## src/sv/aprm_pkg.sv

```systemverilog
// Package for the aging page replacement MMU core.
// Holds operation and status codes, register indexes and default sizes.
// No dependencies; the interfaces, the core and the checker use it by scoped names.
package aprm_pkg;

  // Default sizes handed to the top level as parameter defaults.
  localparam int unsigned DefFrames          = 16;
  localparam int unsigned DefAgeBits         = 8;
  localparam int unsigned DefProcesses       = 8;
  localparam int unsigned DefPagesPerProcess = 64;

  // Reset values of the configuration registers.
  localparam logic [8:0] PeriodReset = 9'd4;
  localparam logic [7:0] NewAgeReset = 8'd128;

  // Width of the configuration register index.
  localparam int unsigned CfgIdxW = 8;

  // Configuration register indexes.
  localparam logic [CfgIdxW-1:0] CFG_AGING_PERIOD = 8'd0;
  localparam logic [CfgIdxW-1:0] CFG_NEW_PAGE_AGE = 8'd1;

  // Operation codes of an input beat; OP_UNUSED is dropped without a result.
  typedef enum logic [1:0] {
    OP_READ    = 2'd0,
    OP_WRITE   = 2'd1,
    OP_RELEASE = 2'd2,
    OP_UNUSED  = 2'd3
  } op_e;

  // Status codes of a result beat.
  typedef enum logic [1:0] {
    ST_HIT      = 2'd0,
    ST_FAULT    = 2'd1,
    ST_REPLACE  = 2'd2,
    ST_RELEASED = 2'd3
  } status_e;

endpackage

```

## src/sv/aprm_if.sv

```systemverilog
// Channel interfaces of the aging page replacement MMU core.
// Request, result and configuration write channels with valid/ready.
// Depends on aprm_pkg for the configuration index width.
interface aprm_req_if;
  logic       valid;
  logic       ready;
  logic [1:0] op;
  logic [2:0] process_id;
  logic [5:0] page_index;

  modport source (output valid, op, process_id, page_index, input ready);
  modport sink   (input valid, op, process_id, page_index, output ready);
endinterface

interface aprm_rsp_if;
  logic        valid;
  logic        ready;
  logic [1:0]  status;
  logic [4:0]  frame;
  logic [2:0]  evicted_process;
  logic [5:0]  evicted_page;
  logic        writeback;
  logic [4:0]  released_frames;
  logic [4:0]  released_writebacks;
  logic [31:0] access_count;
  logic [31:0] fault_count;

  modport source (output valid, status, frame, evicted_process, evicted_page, writeback,
                  released_frames, released_writebacks, access_count, fault_count,
                  input ready);
  modport sink   (input valid, status, frame, evicted_process, evicted_page, writeback,
                  released_frames, released_writebacks, access_count, fault_count,
                  output ready);
endinterface

interface aprm_cfg_if;
  logic                         valid;
  logic                         ready;
  logic [aprm_pkg::CfgIdxW-1:0] index;
  logic [31:0]                  data;

  modport source (output valid, index, data, input ready);
  modport sink   (input valid, index, data, output ready);
endinterface

```

## src/sv/aprm_ram.sv

```systemverilog
// Generic simple dual-port RAM: one write port, one read port, registered read.
// No dependencies.
module aprm_ram #(
  parameter int unsigned Width = 8,
  parameter int unsigned Depth = 16,
  localparam int unsigned AddrW = (Depth > 1) ? $clog2(Depth) : 1
) (
  input  logic             clk_i,
  input  logic             we_i,
  input  logic [AddrW-1:0] waddr_i,
  input  logic [Width-1:0] wdata_i,
  input  logic [AddrW-1:0] raddr_i,
  output logic [Width-1:0] rdata_o
);

  logic [Width-1:0] mem [Depth];

  // Write port and registered read port.
  always_ff @(posedge clk_i) begin
    if (we_i) begin
      mem[waddr_i] <= wdata_i;
    end
    rdata_o <= mem[raddr_i];
  end

endmodule

```

## src/sv/aging_page_replacement_mmu_core.sv

```systemverilog
// Aging page replacement MMU core. One item is taken at a time. A read or write access
// on a hit or a fault into a free frame passes through its acceptance, a page table read,
// the update and the hand-off to the output register. An aging pass reads and writes back
// the page table entry of each resident page in turn. A replacement first walks the
// resident list once for the victim, then evicts it and loads the new page. A release
// walks the resident list and drops each page of the released process. The page table
// sits in a single memory of one read and one write port; a full resident list holds
// FRAMES pages (16 by default). After reset a clearing pass zeroes all
// PROCESSES*PAGES_PER_PROCESS page table entries (512 by default) before the first item
// is taken; the configuration port takes writes at all times.
// A finished result waits in an output register while the next item is accepted. A
// result that is still waiting there holds the hand-off, and with it the next item.
// Depends on aprm_pkg, aprm_if.sv and aprm_ram.
module aging_page_replacement_mmu_core #(
  parameter int unsigned FRAMES            = aprm_pkg::DefFrames,
  parameter int unsigned AGE_BITS          = aprm_pkg::DefAgeBits,
  parameter int unsigned PROCESSES         = aprm_pkg::DefProcesses,
  parameter int unsigned PAGES_PER_PROCESS = aprm_pkg::DefPagesPerProcess
) (
  input  logic clk_i,
  input  logic rst_ni,
  aprm_req_if.sink   in_if,
  aprm_rsp_if.source out_if,
  aprm_cfg_if.sink   cfg_if
);

  localparam int unsigned PRW   = (PROCESSES > 1) ? $clog2(PROCESSES) : 1;
  localparam int unsigned PGW   = (PAGES_PER_PROCESS > 1) ? $clog2(PAGES_PER_PROCESS) : 1;
  localparam int unsigned DEPTH = PROCESSES * PAGES_PER_PROCESS;
  localparam int unsigned VPW   = (DEPTH > 1) ? $clog2(DEPTH) : 1;
  localparam int unsigned FRW   = $clog2(FRAMES + 1);
  localparam int unsigned IDXW  = (FRAMES > 1) ? $clog2(FRAMES) : 1;
  localparam int unsigned CNTW  = $clog2(FRAMES + 1);
  localparam int unsigned PTEW  = 3 + FRW;

  typedef struct packed {
    logic           present;
    logic           referenced;
    logic           dirty;
    logic [FRW-1:0] frame;
  } pte_t;

  typedef enum logic [3:0] {
    S_CLEAR, S_IDLE, S_AGE_RD, S_AGE_WR, S_LOOK_RD, S_LOOK_EV, S_MIN,
    S_EVICT_RD, S_EVICT_WR, S_LOAD, S_REL_CHK, S_REL_WR, S_DONE
  } state_e;

  state_e state_q;

  // Configuration registers.
  logic [8:0] period_q;
  logic [7:0] new_age_q;

  // Item being worked on.
  logic           wr_q;
  logic [PRW-1:0] proc_q;
  logic [PGW-1:0] page_q;

  // Resident list, kept in load order.
  logic [PRW-1:0]      own_proc_q [FRAMES];
  logic [PGW-1:0]      own_page_q [FRAMES];
  logic [FRW-1:0]      res_frame_q [FRAMES];
  logic [AGE_BITS-1:0] res_age_q [FRAMES];
  logic [CNTW-1:0]     count_q;
  logic [FRAMES-1:0]   free_q;

  // Walk and search state.
  logic [CNTW-1:0]     idx_q;
  logic [IDXW-1:0]     best_q;
  logic [AGE_BITS-1:0] best_age_q;
  logic [VPW-1:0]      clr_q;

  // Counters.
  logic [7:0]  tick_q;
  logic [31:0] acc_q;
  logic [31:0] flt_q;

  // Result being built.
  logic [1:0]      status_q;
  logic [FRW-1:0]  frame_q;
  logic [PRW-1:0]  evp_q;
  logic [PGW-1:0]  evpg_q;
  logic            wb_q;
  logic [CNTW-1:0] relf_q;
  logic [CNTW-1:0] relwb_q;

  // Output register.
  logic        out_valid_q;
  logic [1:0]  o_status_q;
  logic [4:0]  o_frame_q;
  logic [2:0]  o_evp_q;
  logic [5:0]  o_evpg_q;
  logic        o_wb_q;
  logic [4:0]  o_relf_q;
  logic [4:0]  o_relwb_q;
  logic [31:0] o_acc_q;
  logic [31:0] o_flt_q;

  // Page table memory ports.
  logic           pt_we;
  logic [VPW-1:0] pt_waddr;
  logic [VPW-1:0] pt_raddr;
  pte_t           pt_wdata;
  pte_t           pt_rdata;
  logic [PTEW-1:0] pt_rdata_raw;

  aprm_ram #(
    .Width (PTEW),
    .Depth (DEPTH)
  ) u_pt_ram (
    .clk_i   (clk_i),
    .we_i    (pt_we),
    .waddr_i (pt_waddr),
    .wdata_i (pt_wdata),
    .raddr_i (pt_raddr),
    .rdata_o (pt_rdata_raw)
  );

  assign pt_rdata = pte_t'(pt_rdata_raw);

  // Reduction tables that bring out-of-range process and page numbers into range.
  logic [PRW-1:0] proc_mod [8];
  logic [PGW-1:0] page_mod [64];

  for (genvar g = 0; g < 8; g++) begin : g_proc_mod
    assign proc_mod[g] = PRW'(g % PROCESSES);
  end
  for (genvar g = 0; g < 64; g++) begin : g_page_mod
    assign page_mod[g] = PGW'(g % PAGES_PER_PROCESS);
  end

  function automatic logic [VPW-1:0] vp_addr(logic [PRW-1:0] p, logic [PGW-1:0] g);
    vp_addr = VPW'(VPW'(p) * VPW'(PAGES_PER_PROCESS)) + VPW'(g);
  endfunction

  logic [IDXW-1:0] idx;
  logic [VPW-1:0]  cur_vp;
  logic [VPW-1:0]  idx_vp;
  logic [VPW-1:0]  best_vp;
  logic [CNTW-1:0] idx_next;
  logic            idx_last;

  assign idx      = idx_q[IDXW-1:0];
  assign cur_vp   = vp_addr(proc_q, page_q);
  assign idx_vp   = vp_addr(own_proc_q[idx], own_page_q[idx]);
  assign best_vp  = vp_addr(own_proc_q[best_q], own_page_q[best_q]);
  assign idx_next = idx_q + CNTW'(1);
  assign idx_last = (idx_next == count_q);

  // Lowest free frame.
  logic           free_any;
  logic [FRW-1:0] free_frame;

  always_comb begin
    free_frame = '0;
    for (int i = FRAMES - 1; i >= 0; i--) begin
      if (free_q[i]) begin
        free_frame = FRW'(i + 1);
      end
    end
  end
  assign free_any = |free_q;

  // Period clamped to its legal range, and the next tick.
  logic [8:0] period;
  logic [8:0] tick_inc;

  always_comb begin
    period = period_q;
    if (period_q < 9'd2) begin
      period = 9'd2;
    end else if (period_q > 9'd256) begin
      period = 9'd256;
    end
  end
  assign tick_inc = {1'b0, tick_q} + 9'd1;

  // Page table read address.
  always_comb begin
    case (state_q)
      S_LOOK_RD:  pt_raddr = cur_vp;
      S_EVICT_RD: pt_raddr = best_vp;
      default:    pt_raddr = idx_vp;
    endcase
  end

  // Page table writes.
  always_comb begin
    pt_we    = 1'b0;
    pt_waddr = idx_vp;
    pt_wdata = '0;
    case (state_q)
      S_CLEAR: begin
        pt_we    = 1'b1;
        pt_waddr = clr_q;
      end
      S_AGE_WR: begin
        pt_we               = 1'b1;
        pt_wdata            = pt_rdata;
        pt_wdata.referenced = 1'b0;
      end
      S_LOOK_EV: begin
        pt_waddr = cur_vp;
        if (pt_rdata.present) begin
          pt_we               = 1'b1;
          pt_wdata            = pt_rdata;
          pt_wdata.referenced = 1'b1;
          pt_wdata.dirty      = pt_rdata.dirty | wr_q;
        end else if (free_any || count_q == '0) begin
          pt_we    = 1'b1;
          pt_wdata = '{present: 1'b1, referenced: 1'b0, dirty: wr_q, frame: free_frame};
        end
      end
      S_EVICT_WR: begin
        pt_we    = 1'b1;
        pt_waddr = best_vp;
      end
      S_LOAD: begin
        pt_we    = 1'b1;
        pt_waddr = cur_vp;
        pt_wdata = '{present: 1'b1, referenced: 1'b0, dirty: wr_q, frame: frame_q};
      end
      S_REL_WR: begin
        pt_we = 1'b1;
      end
      default: begin
        pt_we = 1'b0;
      end
    endcase
  end

  // Channel handshakes.
  assign in_if.ready  = (state_q == S_IDLE);
  assign cfg_if.ready = 1'b1;

  assign out_if.valid               = out_valid_q;
  assign out_if.status              = o_status_q;
  assign out_if.frame               = o_frame_q;
  assign out_if.evicted_process     = o_evp_q;
  assign out_if.evicted_page        = o_evpg_q;
  assign out_if.writeback           = o_wb_q;
  assign out_if.released_frames     = o_relf_q;
  assign out_if.released_writebacks = o_relwb_q;
  assign out_if.access_count        = o_acc_q;
  assign out_if.fault_count         = o_flt_q;

  // Configuration registers.
  always_ff @(posedge clk_i or negedge rst_ni) begin
    if (!rst_ni) begin
      period_q  <= aprm_pkg::PeriodReset;
      new_age_q <= aprm_pkg::NewAgeReset;
    end else if (cfg_if.valid) begin
      if (cfg_if.index == aprm_pkg::CFG_AGING_PERIOD) begin
        period_q <= cfg_if.data[8:0];
      end else if (cfg_if.index == aprm_pkg::CFG_NEW_PAGE_AGE) begin
        new_age_q <= cfg_if.data[7:0];
      end
    end
  end

  // Sequencer with the resident list, counters and output register.
  always_ff @(posedge clk_i or negedge rst_ni) begin
    if (!rst_ni) begin
      state_q     <= S_CLEAR;
      clr_q       <= '0;
      count_q     <= '0;
      free_q      <= '1;
      tick_q      <= '0;
      acc_q       <= '0;
      flt_q       <= '0;
      idx_q       <= '0;
      out_valid_q <= 1'b0;
    end else begin
      // A taken result empties the output register unless a new one moves in.
      if (out_valid_q && out_if.ready && state_q != S_DONE) begin
        out_valid_q <= 1'b0;
      end
      case (state_q)
        S_CLEAR: begin
          clr_q <= clr_q + VPW'(1);
          if (clr_q == VPW'(DEPTH - 1)) begin
            state_q <= S_IDLE;
          end
        end

        S_IDLE: begin
          if (in_if.valid) begin
            wr_q     <= (in_if.op == aprm_pkg::OP_WRITE);
            proc_q   <= proc_mod[in_if.process_id];
            page_q   <= page_mod[in_if.page_index];
            status_q <= aprm_pkg::ST_HIT;
            frame_q  <= '0;
            evp_q    <= '0;
            evpg_q   <= '0;
            wb_q     <= 1'b0;
            relf_q   <= '0;
            relwb_q  <= '0;
            idx_q    <= '0;
            case (in_if.op)
              aprm_pkg::OP_RELEASE: begin
                state_q <= S_REL_CHK;
              end
              aprm_pkg::OP_READ, aprm_pkg::OP_WRITE: begin
                tick_q <= (tick_inc >= period) ? 8'd0 : tick_inc[7:0];
                if (acc_q != '1) begin
                  acc_q <= acc_q + 32'd1;
                end
                if (tick_q == 8'd1 && count_q != '0) begin
                  state_q <= S_AGE_RD;
                end else begin
                  state_q <= S_LOOK_RD;
                end
              end
              default: begin
                state_q <= S_IDLE;
              end
            endcase
          end
        end

        // Aging pass: one resident page per read and write pair.
        S_AGE_RD: begin
          state_q <= S_AGE_WR;
        end
        S_AGE_WR: begin
          res_age_q[idx] <= {pt_rdata.referenced, res_age_q[idx][AGE_BITS-1:1]};
          if (idx_last) begin
            state_q <= S_LOOK_RD;
          end else begin
            idx_q   <= idx_next;
            state_q <= S_AGE_RD;
          end
        end

        // Page table lookup of the accessed page.
        S_LOOK_RD: begin
          state_q <= S_LOOK_EV;
        end
        S_LOOK_EV: begin
          if (pt_rdata.present) begin
            frame_q <= pt_rdata.frame;
            state_q <= S_DONE;
          end else begin
            if (flt_q != '1) begin
              flt_q <= flt_q + 32'd1;
            end
            if (free_any || count_q == '0) begin
              status_q <= aprm_pkg::ST_FAULT;
              frame_q  <= free_frame;
              if (free_any) begin
                free_q[IDXW'(free_frame - FRW'(1))] <= 1'b0;
              end
              if (count_q < CNTW'(FRAMES)) begin
                own_proc_q[count_q[IDXW-1:0]]  <= proc_q;
                own_page_q[count_q[IDXW-1:0]]  <= page_q;
                res_frame_q[count_q[IDXW-1:0]] <= free_frame;
                res_age_q[count_q[IDXW-1:0]]   <= AGE_BITS'(new_age_q);
                count_q                        <= count_q + CNTW'(1);
              end
              state_q <= S_DONE;
            end else begin
              idx_q      <= '0;
              best_q     <= '0;
              best_age_q <= '1;
              state_q    <= S_MIN;
            end
          end
        end

        // First resident page of minimal age.
        S_MIN: begin
          if (res_age_q[idx] < best_age_q) begin
            best_q     <= idx;
            best_age_q <= res_age_q[idx];
          end
          if (idx_last) begin
            state_q <= S_EVICT_RD;
          end else begin
            idx_q <= idx_next;
          end
        end

        // Evict the victim; its frame goes straight to the new page.
        S_EVICT_RD: begin
          status_q <= aprm_pkg::ST_REPLACE;
          frame_q  <= res_frame_q[best_q];
          evp_q    <= own_proc_q[best_q];
          evpg_q   <= own_page_q[best_q];
          state_q  <= S_EVICT_WR;
        end
        S_EVICT_WR: begin
          wb_q <= pt_rdata.dirty;
          for (int j = 0; j < FRAMES - 1; j++) begin
            if (j >= int'(best_q)) begin
              own_proc_q[j]  <= own_proc_q[j+1];
              own_page_q[j]  <= own_page_q[j+1];
              res_frame_q[j] <= res_frame_q[j+1];
              res_age_q[j]   <= res_age_q[j+1];
            end
          end
          count_q <= count_q - CNTW'(1);
          state_q <= S_LOAD;
        end
        S_LOAD: begin
          own_proc_q[count_q[IDXW-1:0]]  <= proc_q;
          own_page_q[count_q[IDXW-1:0]]  <= page_q;
          res_frame_q[count_q[IDXW-1:0]] <= frame_q;
          res_age_q[count_q[IDXW-1:0]]   <= AGE_BITS'(new_age_q);
          count_q                        <= count_q + CNTW'(1);
          state_q                        <= S_DONE;
        end

        // Release: walk the resident list and drop the process's pages.
        S_REL_CHK: begin
          if (idx_q == count_q) begin
            status_q <= aprm_pkg::ST_RELEASED;
            state_q  <= S_DONE;
          end else if (own_proc_q[idx] == proc_q) begin
            state_q <= S_REL_WR;
          end else begin
            idx_q <= idx_next;
          end
        end
        S_REL_WR: begin
          relf_q  <= relf_q + CNTW'(1);
          relwb_q <= relwb_q + CNTW'(pt_rdata.dirty);
          if (res_frame_q[idx] != '0) begin
            free_q[IDXW'(res_frame_q[idx] - FRW'(1))] <= 1'b1;
          end
          for (int j = 0; j < FRAMES - 1; j++) begin
            if (j >= int'(idx)) begin
              own_proc_q[j]  <= own_proc_q[j+1];
              own_page_q[j]  <= own_page_q[j+1];
              res_frame_q[j] <= res_frame_q[j+1];
              res_age_q[j]   <= res_age_q[j+1];
            end
          end
          count_q <= count_q - CNTW'(1);
          state_q <= S_REL_CHK;
        end

        // Hand the result to the output register once it is free.
        S_DONE: begin
          if (!out_valid_q || out_if.ready) begin
            out_valid_q <= 1'b1;
            o_status_q  <= status_q;
            o_frame_q   <= 5'(frame_q);
            o_evp_q     <= 3'(evp_q);
            o_evpg_q    <= 6'(evpg_q);
            o_wb_q      <= wb_q;
            o_relf_q    <= 5'(relf_q);
            o_relwb_q   <= 5'(relwb_q);
            o_acc_q     <= acc_q;
            o_flt_q     <= flt_q;
            state_q     <= S_IDLE;
          end
        end

        default: begin
          state_q <= S_IDLE;
        end
      endcase
    end
  end

endmodule

```

## src/flat_wrapper.sv

```systemverilog
// flat-port wrapper written by rule: the top's interface ports become plain ports
module aging_page_replacement_mmu_core_flat 
#(
  parameter int unsigned FRAMES            = aprm_pkg::DefFrames,
  parameter int unsigned AGE_BITS          = aprm_pkg::DefAgeBits,
  parameter int unsigned PROCESSES         = aprm_pkg::DefProcesses,
  parameter int unsigned PAGES_PER_PROCESS = aprm_pkg::DefPagesPerProcess
)
  (clk_i, rst_ni, in_if_valid, in_if_op, in_if_process_id, in_if_page_index, in_if_ready, out_if_valid, out_if_status, out_if_frame, out_if_evicted_process, out_if_evicted_page, out_if_writeback, out_if_released_frames, out_if_released_writebacks, out_if_access_count, out_if_fault_count, out_if_ready, cfg_if_valid, cfg_if_index, cfg_if_data, cfg_if_ready);
  aprm_req_if in_if_i ();
  aprm_rsp_if out_if_i ();
  aprm_cfg_if cfg_if_i ();
  input  logic clk_i;
  input  logic rst_ni;
  input wire logic [$bits(in_if_i.valid)-1:0] in_if_valid;
  input wire logic [$bits(in_if_i.op)-1:0] in_if_op;
  input wire logic [$bits(in_if_i.process_id)-1:0] in_if_process_id;
  input wire logic [$bits(in_if_i.page_index)-1:0] in_if_page_index;
  output wire logic [$bits(in_if_i.ready)-1:0] in_if_ready;
  output wire logic [$bits(out_if_i.valid)-1:0] out_if_valid;
  output wire logic [$bits(out_if_i.status)-1:0] out_if_status;
  output wire logic [$bits(out_if_i.frame)-1:0] out_if_frame;
  output wire logic [$bits(out_if_i.evicted_process)-1:0] out_if_evicted_process;
  output wire logic [$bits(out_if_i.evicted_page)-1:0] out_if_evicted_page;
  output wire logic [$bits(out_if_i.writeback)-1:0] out_if_writeback;
  output wire logic [$bits(out_if_i.released_frames)-1:0] out_if_released_frames;
  output wire logic [$bits(out_if_i.released_writebacks)-1:0] out_if_released_writebacks;
  output wire logic [$bits(out_if_i.access_count)-1:0] out_if_access_count;
  output wire logic [$bits(out_if_i.fault_count)-1:0] out_if_fault_count;
  input wire logic [$bits(out_if_i.ready)-1:0] out_if_ready;
  input wire logic [$bits(cfg_if_i.valid)-1:0] cfg_if_valid;
  input wire logic [$bits(cfg_if_i.index)-1:0] cfg_if_index;
  input wire logic [$bits(cfg_if_i.data)-1:0] cfg_if_data;
  output wire logic [$bits(cfg_if_i.ready)-1:0] cfg_if_ready;
  assign in_if_i.valid = in_if_valid;
  assign in_if_i.op = in_if_op;
  assign in_if_i.process_id = in_if_process_id;
  assign in_if_i.page_index = in_if_page_index;
  assign in_if_ready = in_if_i.ready;
  assign out_if_valid = out_if_i.valid;
  assign out_if_status = out_if_i.status;
  assign out_if_frame = out_if_i.frame;
  assign out_if_evicted_process = out_if_i.evicted_process;
  assign out_if_evicted_page = out_if_i.evicted_page;
  assign out_if_writeback = out_if_i.writeback;
  assign out_if_released_frames = out_if_i.released_frames;
  assign out_if_released_writebacks = out_if_i.released_writebacks;
  assign out_if_access_count = out_if_i.access_count;
  assign out_if_fault_count = out_if_i.fault_count;
  assign out_if_i.ready = out_if_ready;
  assign cfg_if_i.valid = cfg_if_valid;
  assign cfg_if_i.index = cfg_if_index;
  assign cfg_if_i.data = cfg_if_data;
  assign cfg_if_ready = cfg_if_i.ready;
  aging_page_replacement_mmu_core #(.FRAMES(FRAMES), .AGE_BITS(AGE_BITS), .PROCESSES(PROCESSES), .PAGES_PER_PROCESS(PAGES_PER_PROCESS)) u_core (.clk_i(clk_i), .rst_ni(rst_ni), .in_if(in_if_i), .out_if(out_if_i), .cfg_if(cfg_if_i));
endmodule
```

## config.mk

```make
export PLATFORM = sky130hd
export DESIGN_NAME = aging_page_replacement_mmu_core_flat
export DESIGN_NICKNAME = d
export VERILOG_FILES = /design/src/sv/aprm_pkg.sv /design/src/sv/aprm_if.sv /design/src/sv/aprm_ram.sv /design/src/sv/aging_page_replacement_mmu_core.sv /design/src/flat_wrapper.sv
export SDC_FILE = /design/constraint.sdc
export NUM_CORES = 2
export LEC_CHECK = 0
export BUFFER_PORTS_ARGS = -buffer_cell sky130_fd_sc_hd__buf_2
export CORE_MARGIN = 2
export CORE_UTILIZATION = 57
export DETAILED_ROUTE_END_ITERATION = 7
export HOLD_SLACK_MARGIN = 0.1
export PLACE_DENSITY_LB_ADDON = 0.15
export SYNTH_ARGS = -nofsm -noshare
export SYNTH_HDL_FRONTEND = slang
export SYNTH_HIERARCHICAL = 1
export SYNTH_MEMORY_MAX_BITS = 65536
export SYNTH_SLANG_ARGS = --single-unit
```

## constraint.sdc

```tcl
create_clock -name clk_i -period 28.7 [get_ports clk_i]
set_input_delay 7.175 -clock clk_i [delete_from_list [all_inputs] [get_ports clk_i]]
set_output_delay 7.175 -clock clk_i [all_outputs]
set_load 0.01 [all_outputs]
```

Word-level counts from Yosys, hierarchy flattened
Memory sizes are Yosys's and may differ from the RTL's. A register that Yosys moved wholly into a read port is not among the register bits.
Index checks and enable logic that the tools add are counted.
{"block": "classes", "n_lt_le_gt_ge": 39, "reduce_logical": 84, "n_eq_ne": 40, "addsub": 14, "bitwise_logic": 72, "mux": 269}
{"op": "$mux W5", "count": 44}
{"op": "$mux W8", "count": 24}
{"op": "$mux W1", "count": 114}
{"op": "$mux W6", "count": 18}
{"op": "$mux W4", "count": 19}
{"op": "$or A1 B1 Y1", "count": 65}
{"op": "$add A32 B1 Y32 const B", "count": 2}
{"op": "$mux W16", "count": 4}
{"op": "$ne A32 B32 Y1 const B", "count": 2}
{"op": "$mux W3", "count": 20}
{"op": "$ge A4 B4 Y1 const A", "count": 14}
{"op": "$pmux W4 S13", "count": 1}
{"op": "$logic_and A1 B1 Y1", "count": 38}
{"op": "$ge A3 B4 Y1 const A", "count": 8}
{"op": "$pmux W16 S2", "count": 1}
{"op": "$pmux W5 S3", "count": 2}
{"op": "$add A9 B6 Y9", "count": 3}
{"op": "$pmux W9 S3", "count": 1}
{"op": "$pmux W8 S3", "count": 1}
{"op": "$reduce_and A3 Y1", "count": 8}
{"op": "$eq A4 B4 Y1 const B", "count": 5}
{"op": "$pmux W5 S2", "count": 2}
{"op": "$pmux W5 S4", "count": 1}
{"op": "$mux W9", "count": 2}
{"op": "other kinds (65)", "count": 119}
{"block": "word_totals", "out_inout_bits": 94, "ff_bits": 260, "word_cells": 555, "ramBits": 4448, "mem_count": 7, "mem_bits_ro": 408, "input_bits": 56}
{"name": "u_core.u_pt_ram.mem", "words": 512, "width": 8, "read_ports": 1, "rd_clocked_by_memory_dff": 1, "wr": 1, "line_no": "aprm_ram.sv:16", "rtl": "logic [Width-1:0] mem [Depth];"}
{"name": "(name not given)", "words": 64, "width": 6, "read_ports": 1, "rd_clocked_by_memory_dff": 1, "wr": 0, "line_no": "aging_page_replacement_mmu_core.sv:290", "rtl": "page_q <= page_mod[in_if.page_index];"}
{"name": "u_core.res_age_q", "words": 16, "width": 8, "read_ports": 16, "rd_clocked_by_memory_dff": 0, "wr": 15, "line_no": "aging_page_replacement_mmu_core.sv:63", "rtl": "logic [AGE_BITS-1:0] res_age_q [FRAMES];"}
{"name": "u_core.own_page_q", "words": 16, "width": 6, "read_ports": 17, "rd_clocked_by_memory_dff": 1, "wr": 15, "line_no": "aging_page_replacement_mmu_core.sv:61", "rtl": "logic [PGW-1:0] own_page_q [FRAMES];"}
{"name": "u_core.res_frame_q", "words": 16, "width": 5, "read_ports": 17, "rd_clocked_by_memory_dff": 1, "wr": 15, "line_no": "aging_page_replacement_mmu_core.sv:62", "rtl": "logic [FRW-1:0] res_frame_q [FRAMES];"}
{"name": "u_core.own_proc_q", "words": 16, "width": 3, "read_ports": 17, "rd_clocked_by_memory_dff": 1, "wr": 15, "line_no": "aging_page_replacement_mmu_core.sv:60", "rtl": "logic [PRW-1:0] own_proc_q [FRAMES];"}
{"name": "+1 memories"}

Logic depth before layout (Yosys ltp)
{"block": "depth", "ltp_word": 27, "mapped_depth": 22, "mapped_depth_nobuf": 12}

Hierarchy
The synthesis kept the hierarchy.
{"module": "aprm_ram", "instances": 1, "area_per_inst_um2": 159927.1, "seq_area_each_um2": 123158.1, "cells_per_inst": 8030}
{"module": "aging_page_replacement_mmu_core", "instances": 1, "area_per_inst_um2": 32070.8, "seq_area_each_um2": 18104.9, "cells_per_inst": 2546}

Worst setup path after synthesis
No wires, ideal clock.
{"block": "synth_timing", "path_kind": "flip-flop to flip-flop", "start": "register u_core.state_q[3]", "end": "memory u_core.u_pt_ram.mem[0][0], data pin", "path_buffers": 3, "path_slack_ns": 0.987, "stages_incl_launch_ff": 9, "setup_ns": 4.169, "arrival_time_ns": 23.544, "synth_period_minus_slack_ns": 27.713, "path_cell_list": "dfrtp_1 > clkbuf_1 > nand4bb_1 > clkbuf_1 > nor2_1 > or2_2 > clkbuf_1 > a22oi_1 > o21ai_0"}
{"item": "from (decl)", "line_no": "aging_page_replacement_mmu_core.sv:48", "rtl": "state_e state_q;"}
{"item": "from (signal assigned)", "line_no": "aging_page_replacement_mmu_core.sv:264", "rtl": "state_q <= S_CLEAR;"}
{"item": "from (signal assigned)", "line_no": "aging_page_replacement_mmu_core.sv:282", "rtl": "state_q <= S_IDLE;"}
{"item": "from (signal assigned)", "line_no": "aging_page_replacement_mmu_core.sv:301", "rtl": "state_q <= S_REL_CHK;"}
{"item": "to (decl)", "line_no": "aprm_ram.sv:16"}

Worst setup path in the final report
{"block": "layout_timing", "start": "register u_core.state_q[0]", "end": "output in_if_ready"}
{"block": "layout_between", "elab_chain_cells": 1}
{"item": "$eq A4 B1 Y1", "line_no": "aging_page_replacement_mmu_core.sv:233", "rtl": "assign in_if.ready = (state_q == S_IDLE);"}
{"item": "to (decl)", "line_no": "flat_wrapper.sv:19", "rtl": "output wire logic [$bits(in_if_i.ready)-1:0] in_if_ready;"}
No other way between the ends.

==> impl_metrics.env <==
export IMPL_wl_per_cell_um=31.20
export IMPL_min_period_ns=10.09
export IMPL_finClkSkew_ns=0.05562
export IMPL_hold_depth=0
export IMPL_hpwlAfterDp_um=291100
export IMPL_areaGrowthSynthToFinish_pct=10.70
export IMPL_final_antenna_net_count=0
export IMPL_synth_top_area_share_pct=71.76
export IMPL_antenna_found_initial=17
export IMPL_hold_end="u_core/out_if.writeback"
export IMPL_slew_viol_final=0
export IMPL_ir_drop_uv=67.52
export IMPL_grt_start_max_net_pins=209
export IMPL_synthCells=10576
export IMPL_worstMarginPinSlew_ns=1.420
export IMPL_drc=2
export IMPL_cp_start_kind="flop"
export IMPL_dr_wl_met3_um=47680
export IMPL_first_global_vias=101278
export IMPL_synth_seq_cells=4729
export IMPL_setup_viol_count_final=0
export IMPL_period_share_pct=35.15
export IMPL_synthTopCellsByArea="edfxtp_1 72%, mux4_2 9.1%, mux2i_1 4.7%"
export IMPL_outcome="finished with violations"
export IMPL_clockRootBuffer="clkbuf_16"
export IMPL_postCtsSetupRepairBufs=0
export IMPL_globalplace_congestion=0.8782
export IMPL_syn_num_nets=10664
export IMPL_drt_iter0_drc=14042
export IMPL_vias=103815
export IMPL_dieArea_um2=341500
export IMPL_wl_met1_um=190800
export IMPL_yosysSeqAreaShare_pct=73.58
export IMPL_hold_start="u_core/wb_q"
export IMPL_cts_hold_buf=0
export IMPL_grt_pass1_wl_um=700700
export IMPL_fin_total_pwr_mw=13.63
export IMPL_netlist_area_um2=192000
export IMPL_highest_layer="met5"
export IMPL_ys_dominant_reg_cell="edfxtp_1"
export IMPL_path_clk_slew_ns=0.06
export IMPL_switchingPower_mw=2.577
export IMPL_numClockSinks=4729
export IMPL_async_flop_share_pct=2.728
export IMPL_final_nets=10813
export IMPL_die_x_um=584.4
export IMPL_rows=213
export IMPL_critPathKind="flop to output port"
export IMPL_yosysMostFrequentCell="edfxtp_1"
export IMPL_synthDistinctLibCells=93
export IMPL_cp_end_kind="output port"
export IMPL_final_layout_size_suffix_gt1_share_pct=18.79
export IMPL_p_int_mw=11.05
export IMPL_clockPowerShare_pct=45.2
export IMPL_io_buffers=125
export IMPL_min_path_type="flop to flop"
export IMPL_numCtsBuffers=469
export IMPL_p_comb_share_pct=0.1
export IMPL_clockBufferDepth=4
export IMPL_r2r_end="u_core/u_pt_ram/rdata_o[4]"
export IMPL_worstReg2RegStart="u_core/idx_q[1]"
export IMPL_ys_warn_count=6
export IMPL_die_y_um=584.4
export IMPL_r2r_worst_path_cells=17
export IMPL_p_per_area_nw_per_um2=64.14
export IMPL_cts_resized_gates=0
export IMPL_fmax_mhz=99.14
export IMPL_htreeDepth=5
export IMPL_start_util_pct=57.13
export IMPL_relSlewSlack_pct=4.364
export IMPL_p_seq_share_pct=54.7
export IMPL_swShare_pct=18.90
export IMPL_setup_tns_ns=0
export IMPL_io_pins=150
export IMPL_wirelength_um=487900
export IMPL_design_core_area_um2=336100
export IMPL_p_leak_nw=67.40
export IMPL_syn_avg_cell_area_um2=18.15
export IMPL_finalHoldViolCount=0
export IMPL_met2_length_um=231800
export IMPL_grt_overflow_total=0
export IMPL_critical_path_max_fanout=23
export IMPL_yosysTopAreaCell="edfxtp_1"
export IMPL_avgViaCountPerCell=6.639
export IMPL_arrival_ns=2.91
export IMPL_track_usage_pct=28.25
export IMPL_cts_tree="yes"
export IMPL_clk_insertion_delay_late_ns=1.00
export IMPL_cap_viol_max_count=0
export IMPL_reg2reg_slack_ns=19.35
export IMPL_synth_common_cells="4588 x edfxtp_1, 900 x mux2i_1, 834 x nor2_1"
export IMPL_synth_edf_count=4588
export IMPL_violations="DRC"
export IMPL_critical_path_required_ns=21.52
export IMPL_rsz0062_at_grt="no"
export IMPL_drt_first_pass_iters=8
flip-flops by register name, indices dropped and copies added (netlist names), 9 cells and up, named ones only:
name / flops
u_core/period_q: 9
u_core/res_frame_q: 80
u_core/own_page_q: 96
u_core/acc_q: 32
u_core/out_if.access_count: 32
u_core/free_q: 16
u_core/flt_q: 32
u_core/res_age_q: 128
u_core/clr_q: 9
u_core/out_if.fault_count: 32
u_core/u_pt_ram/mem: 4096
u_core/own_proc_q: 48
routing by layer:
metal | GRT usage, % | vias to the layer above
met3 | 4.700 | 948
li1 | - | 43451
met1 | 40.30 | 53706
met2 | 44.79 | 5706
met5 | 0 | -
met4 | 9.566 | 4
worst max path at each step:
| stage | from | endpoint | slack (ns) | cells past startpoint |
|---|---|---|---|---|
| floorplan | u_core/state_q[3] | u_core/u_pt_ram/mem[0][0] | 0.99 | 8 |
| CTS | u_core/state_q[0] | in_if_ready | 18.64 | 4 |
| detailed placement | rst_ni | u_core/own_page_q[8][2] | 18.41 | 5 |
| finish | u_core/state_q[0] | in_if_ready | 18.61 | 4 |
| global route | u_core/state_q[0] | in_if_ready | 18.46 | 4 |
| global placement | rst_ni | u_core/own_page_q[8][2] | 18.42 | 5 |
metrics by stage:
step	util (%)	cells	hold WS [ns]	cell area [um^2]	setup WS [ns]
after detailed placement	58.63	14768	0.4188	197000	18.41
final	63.24	15637	0.4244	212500	18.61
after global placement	58.63	14768	0.4143	197000	18.42
after global routing	63.24	15632	0.4357	212500	18.46
after floorplan	-	10576	0.4003	192000	0.9874
after CTS	63.24	15629	0.4224	212500	18.64
cell usage in the layout, fill, tap and decap left out, drive strengths merged, types with 60 or more instances in the layout:
cell / synthesis / final
edfxtp: 4588 / 4588
mux2i: 901 / 901
nor2: 834 / 834
mux4: 777 / 777
clkbuf: 370 / 570
o221ai: 405 / 405
a21oi: 389 / 389
buf: 310 / 358
nand2: 310 / 310
o21ai: 245 / 245
o22ai: 189 / 189
clkinv: 2 / 188
mux2: 154 / 154
nor3: 134 / 134
dfrtp: 111 / 111
nand3: 90 / 90
inv: 69 / 89
a22oi: 74 / 74
xnor2: 69 / 69
bufinv: 0 / 60
kinds of logic after synthesis:
logic type,Yosys count,synth area share (%)
other cells,1,0.001953
flops,4729,73.58
compound gates,1470,5.162
mux,1832,14.73
fa+ha+maj,32,0.2124
simple gates,1663,3.833
xor+xnor,98,0.4470
buf+inv,751,2.043
power groups by stage:
stage / Clock [mW] / Sequential, mW / Combinational, mW
3_5_place_dp: 0 / 7.60 / 0.0126
2_1_floorplan: 0 / 7.60 / 0.00407
4_1_cts: 6.25 / 7.46 / 0.0127
3_3_place_gp: 0 / 7.60 / 0.0123
6_report: 6.16 / 7.46 / 0.0125
5_1_grt: 6.50 / 7.45 / 0.0141
cell type report:
type / count / area, um^2
diodes: 7 / 17.52
multi-input cells: 5096 / 47300
repair buffers: 358 / 2544
inverters: 71 / 281.5
clock inverters: 291 / 3113
well taps: 4515 / 5649
fillers: 22819 / 123500
clock buffers: 570 / 12360
flip-flops and latches: 4729 / 141300
worst max-delay path, cell delays in order (launching register included):
cell and delay [ns]:
dfrtp_1 0.83, nor2b_1 0.54, nand2_1 0.14, inv_1 0.23
buf_2 0.18
(Power assumes the default switching activity.)
